[src/hdl/dks_pkg.sv]
package dks_pkg;

    localparam int KEY_W   = 64;
    localparam int CD_W    = 56;
    localparam int HALF_W  = 28;
    localparam int SUB_W   = 48;
    localparam int ROUNDS  = 16;
    localparam int ROUND_W = 4;
    localparam int SLOT_W  = 2;

    typedef logic [CD_W-1:0]    t_cd;
    typedef logic [HALF_W-1:0]  t_half;
    typedef logic [SUB_W-1:0]   t_subkey;
    typedef logic [ROUND_W-1:0] t_round;
    typedef logic [SLOT_W-1:0]  t_slot;

    // one round held in a cell of the chain
    typedef struct packed {
        t_cd    cd;
        t_round round;
        t_slot  slot;
        logic   last;
    } t_entry;

    // published tables, bit 1 = msb
    localparam int PC1_TAB [CD_W] = '{
        57, 49, 41, 33, 25, 17,  9,
         1, 58, 50, 42, 34, 26, 18,
        10,  2, 59, 51, 43, 35, 27,
        19, 11,  3, 60, 52, 44, 36,
        63, 55, 47, 39, 31, 23, 15,
         7, 62, 54, 46, 38, 30, 22,
        14,  6, 61, 53, 45, 37, 29,
        21, 13,  5, 28, 20, 12,  4
    };

    localparam int PC2_TAB [SUB_W] = '{
        14, 17, 11, 24,  1,  5,
         3, 28, 15,  6, 21, 10,
        23, 19, 12,  4, 26,  8,
        16,  7, 27, 20, 13,  2,
        41, 52, 31, 37, 47, 55,
        30, 40, 51, 45, 33, 48,
        44, 49, 39, 56, 34, 53,
        46, 42, 50, 36, 29, 32
    };

    function automatic t_cd pc1(input logic [KEY_W-1:0] key);
        t_cd r;
        r = '0;
        for (int i = 0; i < CD_W; i++) begin
            r[CD_W-1-i] = key[KEY_W-PC1_TAB[i]];
        end
        return r;
    endfunction

    function automatic t_subkey pc2(input t_cd cd);
        t_subkey r;
        r = '0;
        for (int i = 0; i < SUB_W; i++) begin
            r[SUB_W-1-i] = cd[CD_W-PC2_TAB[i]];
        end
        return r;
    endfunction

    function automatic t_half rotl_half(input t_half v, input logic dbl);
        t_half r;
        if (dbl) begin
            r = {v[HALF_W-3:0], v[HALF_W-1:HALF_W-2]};
        end else begin
            r = {v[HALF_W-2:0], v[HALF_W-1]};
        end
        return r;
    endfunction

    // rounds 1, 2, 9 and 16 shift by one, the rest by two
    function automatic logic round_dbl(input int k);
        return !(k == 0 || k == 1 || k == 8 || k == ROUNDS-1);
    endfunction

endpackage

[src/hdl/dks_cell.sv]
module dks_cell (
    input  logic           i_clk,
    input  logic           i_rst_n,
    input  logic           i_load,
    input  logic           i_shift,
    input  logic           i_dbl,
    input  dks_pkg::t_cd   i_seed,
    input  dks_pkg::t_round i_round,
    input  logic           i_last,
    input  dks_pkg::t_slot i_slot,
    input  logic           i_next_valid,
    input  dks_pkg::t_entry i_next_entry,
    output dks_pkg::t_cd   o_seed,
    output logic           o_valid,
    output dks_pkg::t_entry o_entry
);
    import dks_pkg::*;

    logic   r_valid, n_valid;
    t_entry r_entry, n_entry;

    // this round's halves, handed on to the next cell for its load
    assign o_seed = {rotl_half(i_seed[CD_W-1:HALF_W], i_dbl),
                     rotl_half(i_seed[HALF_W-1:0], i_dbl)};

    always_comb begin
        n_valid = r_valid;
        n_entry = r_entry;
        if (i_load) begin
            n_valid       = 1'b1;
            n_entry.cd    = o_seed;
            n_entry.round = i_round;
            n_entry.slot  = i_slot;
            n_entry.last  = i_last;
        end else if (i_shift) begin
            n_valid = i_next_valid;
            n_entry = i_next_entry;
        end
    end

    always_ff @(posedge i_clk) begin
        if (!i_rst_n) begin
            r_valid <= 1'b0;
        end else begin
            r_valid <= n_valid;
        end
    end

    always_ff @(posedge i_clk) begin
        r_entry <= n_entry;
    end

    assign o_valid = r_valid;
    assign o_entry = r_entry;

endmodule

[src/hdl/des_key_schedule_top.sv]
// channel  direction  handshake                    payload
// key      in         i_key_valid / o_key_ready    i_key_in, i_key_slot
// subkey   out        o_sub_valid / i_sub_ready    o_subkey, o_round_index, o_slot_out, o_last
//
// A key loads all 16 cells of the round chain at once; the chain then moves one
// round per cycle toward the head cell, which drives the outputs, unless the sink
// stalls. The single output port takes one subkey per cycle while the sink is
// ready. The next key is taken as the last subkey leaves.
// Synchronous active-low reset empties the chain. A stalled sink freezes it.
module des_key_schedule_top (
    input  logic                       i_clk,
    input  logic                       i_rst_n,
    input  logic                       i_key_valid,
    output logic                       o_key_ready,
    input  logic [dks_pkg::KEY_W-1:0]  i_key_in,
    input  dks_pkg::t_slot             i_key_slot,
    output logic                       o_sub_valid,
    input  logic                       i_sub_ready,
    output dks_pkg::t_subkey           o_subkey,
    output dks_pkg::t_round            o_round_index,
    output dks_pkg::t_slot             o_slot_out,
    output logic                       o_last
);
    import dks_pkg::*;

    logic   load, shift;
    t_cd    seed    [ROUNDS+1];
    logic   valid   [ROUNDS+1];
    t_entry entry   [ROUNDS+1];

    assign seed[0]       = pc1(i_key_in);
    assign valid[ROUNDS] = 1'b0;
    assign entry[ROUNDS] = '0;

    // chain fills from the head, so an empty second cell means at most one left
    assign shift       = !valid[0] || i_sub_ready;
    assign o_key_ready = !valid[1] && shift;
    assign load        = i_key_valid && o_key_ready;

    for (genvar k = 0; k < ROUNDS; k++) begin : g_cell
        dks_cell u_cell (
            .i_clk        (i_clk),
            .i_rst_n      (i_rst_n),
            .i_load       (load),
            .i_shift      (shift),
            .i_dbl        (round_dbl(k)),
            .i_seed       (seed[k]),
            .i_round      (ROUND_W'(k)),
            .i_last       (k == ROUNDS-1),
            .i_slot       (i_key_slot),
            .i_next_valid (valid[k+1]),
            .i_next_entry (entry[k+1]),
            .o_seed       (seed[k+1]),
            .o_valid      (valid[k]),
            .o_entry      (entry[k])
        );
    end

    assign o_sub_valid   = valid[0];
    assign o_subkey      = pc2(entry[0].cd);
    assign o_round_index = entry[0].round;
    assign o_slot_out    = entry[0].slot;
    assign o_last        = entry[0].last;

endmodule

[config.mk]
export PLATFORM = sky130hd
export DESIGN_NAME = des_key_schedule_top
export DESIGN_NICKNAME = d
export VERILOG_FILES = /design/src/hdl/dks_pkg.sv /design/src/hdl/dks_cell.sv /design/src/hdl/des_key_schedule_top.sv
export SDC_FILE = /design/constraint.sdc
export NUM_CORES = 1
export LEC_CHECK = 0
export CAP_MARGIN = 25
export CORE_UTILIZATION = 30
export CTS_BUF_LIST = sky130_fd_sc_hd__clkbuf_2
export DETAILED_ROUTE_END_ITERATION = 10
export DONT_BUFFER_PORTS = 1
export PLACE_DENSITY = 0.43
export SLEW_MARGIN = 20
export SYNTH_ARGS = -nofsm -noshare
export SYNTH_HDL_FRONTEND = slang
export SYNTH_HIERARCHICAL = 1
export SYNTH_SLANG_ARGS = --single-unit
[constraint.sdc]
create_clock -name i_clk -period 14.1 [get_ports i_clk]
set_input_delay 0.705 -clock i_clk [delete_from_list [all_inputs] [get_ports i_clk]]
set_output_delay 0.705 -clock i_clk [all_outputs]
set_load 0.05 [all_outputs]
## Word level (Yosys, flattened, before mapping)

Index checks and enable logic that the tools add are counted.

| word-level totals | value |
|---|---|
| output and inout port bits | 57 |
| register bits after elaboration | 1024 |

| operators by class | value |
|---|---|
| mux-type cells | 64 |
| reduce and logical (&&, ||, !) cells | 6 |

Operator list:

| operator | number |
|---|---|
| 2-to-1 mux 63 bit | 32 |
| 2-to-1 mux 1 bit | 32 |
| logical AND 1 bit | 2 |
| zero test 1 bit | 2 |
| nonzero test 2 bit | 1 |
| logical OR 1 bit | 1 |

## Longest topological paths before layout

| logic depth | value |
|---|---|
| depth after elaboration | 5 |
| gate-level depth with buffers | 19 |
| depth with buffers taken out | 17 |

## Cells and area by module

Netlist, hierarchy kept.

By module, submodules not included:

| module | sequential area each (um^2) | cells an instance | area an instance (um^2) | instances |
|---|---|---|---|---|
| dks_cell | 1911.8 | 199 | 3523.4 | 16 |
| des_key_schedule_top | 0.0 | 6 | 41.3 | 1 |

## Worst setup path before layout

Ideal clock, no wire load.

| path | value |
|---|---|
| kind | input port to flip-flop |
| start | input port i_key_in[31] in the netlist's numbering |
| end | register g_cell[15].u_cell.r_entry (netlist bit g_cell[15].u_cell/o_entry[59]) (data pin) |
| slack | 8.599 ns |
| buffers on the path | 0 |
| data required time | 13.840 ns |
| stages | 17 |
| setup time | 0.260 ns |
| arrival time | 5.241 ns |
| path through | mux2_4 > mux2_4 > mux2_2 > mux2_2 > mux2_2 > mux2_2 > mux2_2 > mux2_2 > mux2_2 > mux2_4 > mux2_4 > mux2_4 > mux2_4 > mux2_4 > mux2_4 > mux2_4 > mux2_2 |

RTL lines:

| element | RTL line | source |
|---|---|---|
| start: declaration | des_key_schedule_top.sv:15 | `input logic [dks_pkg::KEY_W-1:0] i_key_in,` |
| end signal: assignment | dks_cell.sv:50 | `r_entry <= n_entry;` |
| end: declaration | dks_cell.sv:20 | `t_entry r_entry, n_entry;` |

==> impl_metrics.json <==
{
  "io_pins": 127,
  "drc_errors": 0,
  "drive_above_1_share": 0.642,
  "io_buffer_count": 0,
  "drv_slew": 0,
  "syn_area_sq_um": 51000,
  "cts_tree": "yes",
  "grt_max_degree": 195,
  "cts_buffers": 277,
  "powerDensity_nw_per_um2": 163,
  "fin_skew_ns": 0.0803,
  "cp.required_ns": 15.38,
  "clk_path_buf_depth": 4,
  "nets": 3378,
  "max_slew_margin": 0.251,
  "dieArea_sq_um": 172000,
  "period_share": 0.393,
  "clock_latency_ns": 1.61,
  "cts_resized": 0,
  "cts-hold-fix-buffers": 119,
  "total_power_mw": 9.20,
  "die_height_um": 414,
  "final.setup.tns_ns": 0,
  "period_needed_ns": 5.54,
  "worstSetupPathType": "in -> reg",
  "cts_setup_buffers": 0,
  "p_leak_nw": 21.9,
  "gr-total-overflow": 0,
  "routed_wirelength_mm": 103,
  "area_growth_pct": 10.7,
  "cp-start-kind": "input port",
  "hold_path_class": "in -> reg",
  "instances_no_fill": 5684,
  "grt_antenna_before_repair": 5,
  "rsz0062_at_grt": "false",
  "clock_sinks": 896,
  "setup_ws_ns": 8.56,
  "drv_cap": 0,
  "detail-route-antenna-nets": 0,
  "worst_ep_arrival_time_ns": 6.82,
  "finalHoldViolations": 0,
  "syn_inst": 2926,
  "setup_viol": 0,
  "first_iter_violations": 949,
  "grt_usage": 0.121,
  "r2r_slack_ns": 8.97,
  "clkSlewWorstSetupHoldPaths_ns": 0.08,
  "avgViaCountPerCell": 4.46,
  "ir_worst_vdd_mv": 0.0791,
  "h-tree-depth": 5,
  "status": "finished clean",
  "grt_pass1_wl_mm": 168,
  "grt_pass1_vias": 29400,
  "dp_slack_ns": 8.16,
  "initial_core_util": 0.304,
  "max_freq_mhz": 181,
  "syn_area_per_cell_sq_um": 17.4,
  "core_sq_um": 168000,
  "critPathMaxFanout": 3,
  "worst_pin_slew_ns": 1.12,
  "dr.pass1.iters": 4,
  "dp_hpwl_mm": 65.2,
  "end_kind": "flip-flop",
  "dp_cells": 5113,
  "detail_route.wl_per_cell_um": 18.2,
  "root_buffer": "clkbuf_2",
  "place_congestion": 0.701,
  "yosys_warnings": 6,
  "final_util": 0.336,
  "num_vias": 25400,
  "die_w_um": 414,
  "rows": 150
}
[metal layers]
metal,share of wire,track usage
met2,0.44,0.184
met3,0.045,0.0333
met5,0.00011,0
met4,0.020,0.0384
met1,0.49,0.165
[final timing paths]
path                                     start                       endpoint  cells past startpoint
setup reg to reg      g_cell[0].u_cell/o_valid  g_cell[12].u_cell/o_entry[57]                      8
hold / removal                    i_key_in[12]   g_cell[1].u_cell/o_entry[39]                      4
setup / recovery                  i_key_in[47]  g_cell[15].u_cell/o_entry[57]                     19
hold reg to reg   g_cell[4].u_cell/o_entry[35]   g_cell[3].u_cell/o_entry[35]                      1
[report_power, final]
group	internal, mW	switching, mW	leakage [nW]
registers	4.17	0.424	9.34
clock network	0.731	1.12	1.72
logic	1.62	1.13	10.9
[layout make-up]
class,instances,area [sq um]
antenna,11,27.5
clock buffer,392,1960
clock inverter,48,183
fill,16300,111000
inverter,1,3.75
multi-input combinational,1987,23400
sequential,896,26700
tap,2204,2760
timing repair buffer,145,1460
[metrics by stage]
step / hold WS, ns / area [sq um]
after detailed placement: 0.532 / 53100
after CTS: 0.00309 / 56400
final: 0.323 / 56500
after global routing: 0.0299 / 56500
after floorplan: 0.525 / 51600
after global placement: 0.532 / 53100
[worst max-delay path, cell delays in order]
cell,delay [ns]
dlygate4sd3_1,0.55
mux2_4,0.29
dlygate4sd3_1,0.61
mux2_4,0.30
mux2_4,0.28
mux2_2,0.31
mux2_2,0.30
mux2_2,0.31
mux2_2,0.29
mux2_2,0.29
mux2_2,0.31
mux2_2,0.31
mux2_4,0.29
mux2_4,0.28
mux2_4,0.29
mux2_4,0.27
mux2_4,0.27
mux2_4,0.27
mux2_2,0.27
[registers in the layout (all words and copies together), names as in the netlist]
register               flops
g_cell.u_cell/o_valid     16
g_cell.u_cell/o_entry    880
[placed cells by master (no fill, tap or decap)]
master	count
edfxtp_1	880
clkinv_1	42
mux2_4	635
buf_12	4
clkbuf_2	392
mux2_2	1149
nor3b_4	1
or2_2	16
nor2_1	1
buf_4	21
conb_1	168
dfxtp_1	16
nor2b_4	1
o21a_1	16
inv_2	4
diode_2	11
dlygate4sd3_1	119
clkinv_2	2
inv_1	1
buf_16	1
No activity file was read; power rests on OpenSTA's default activity.
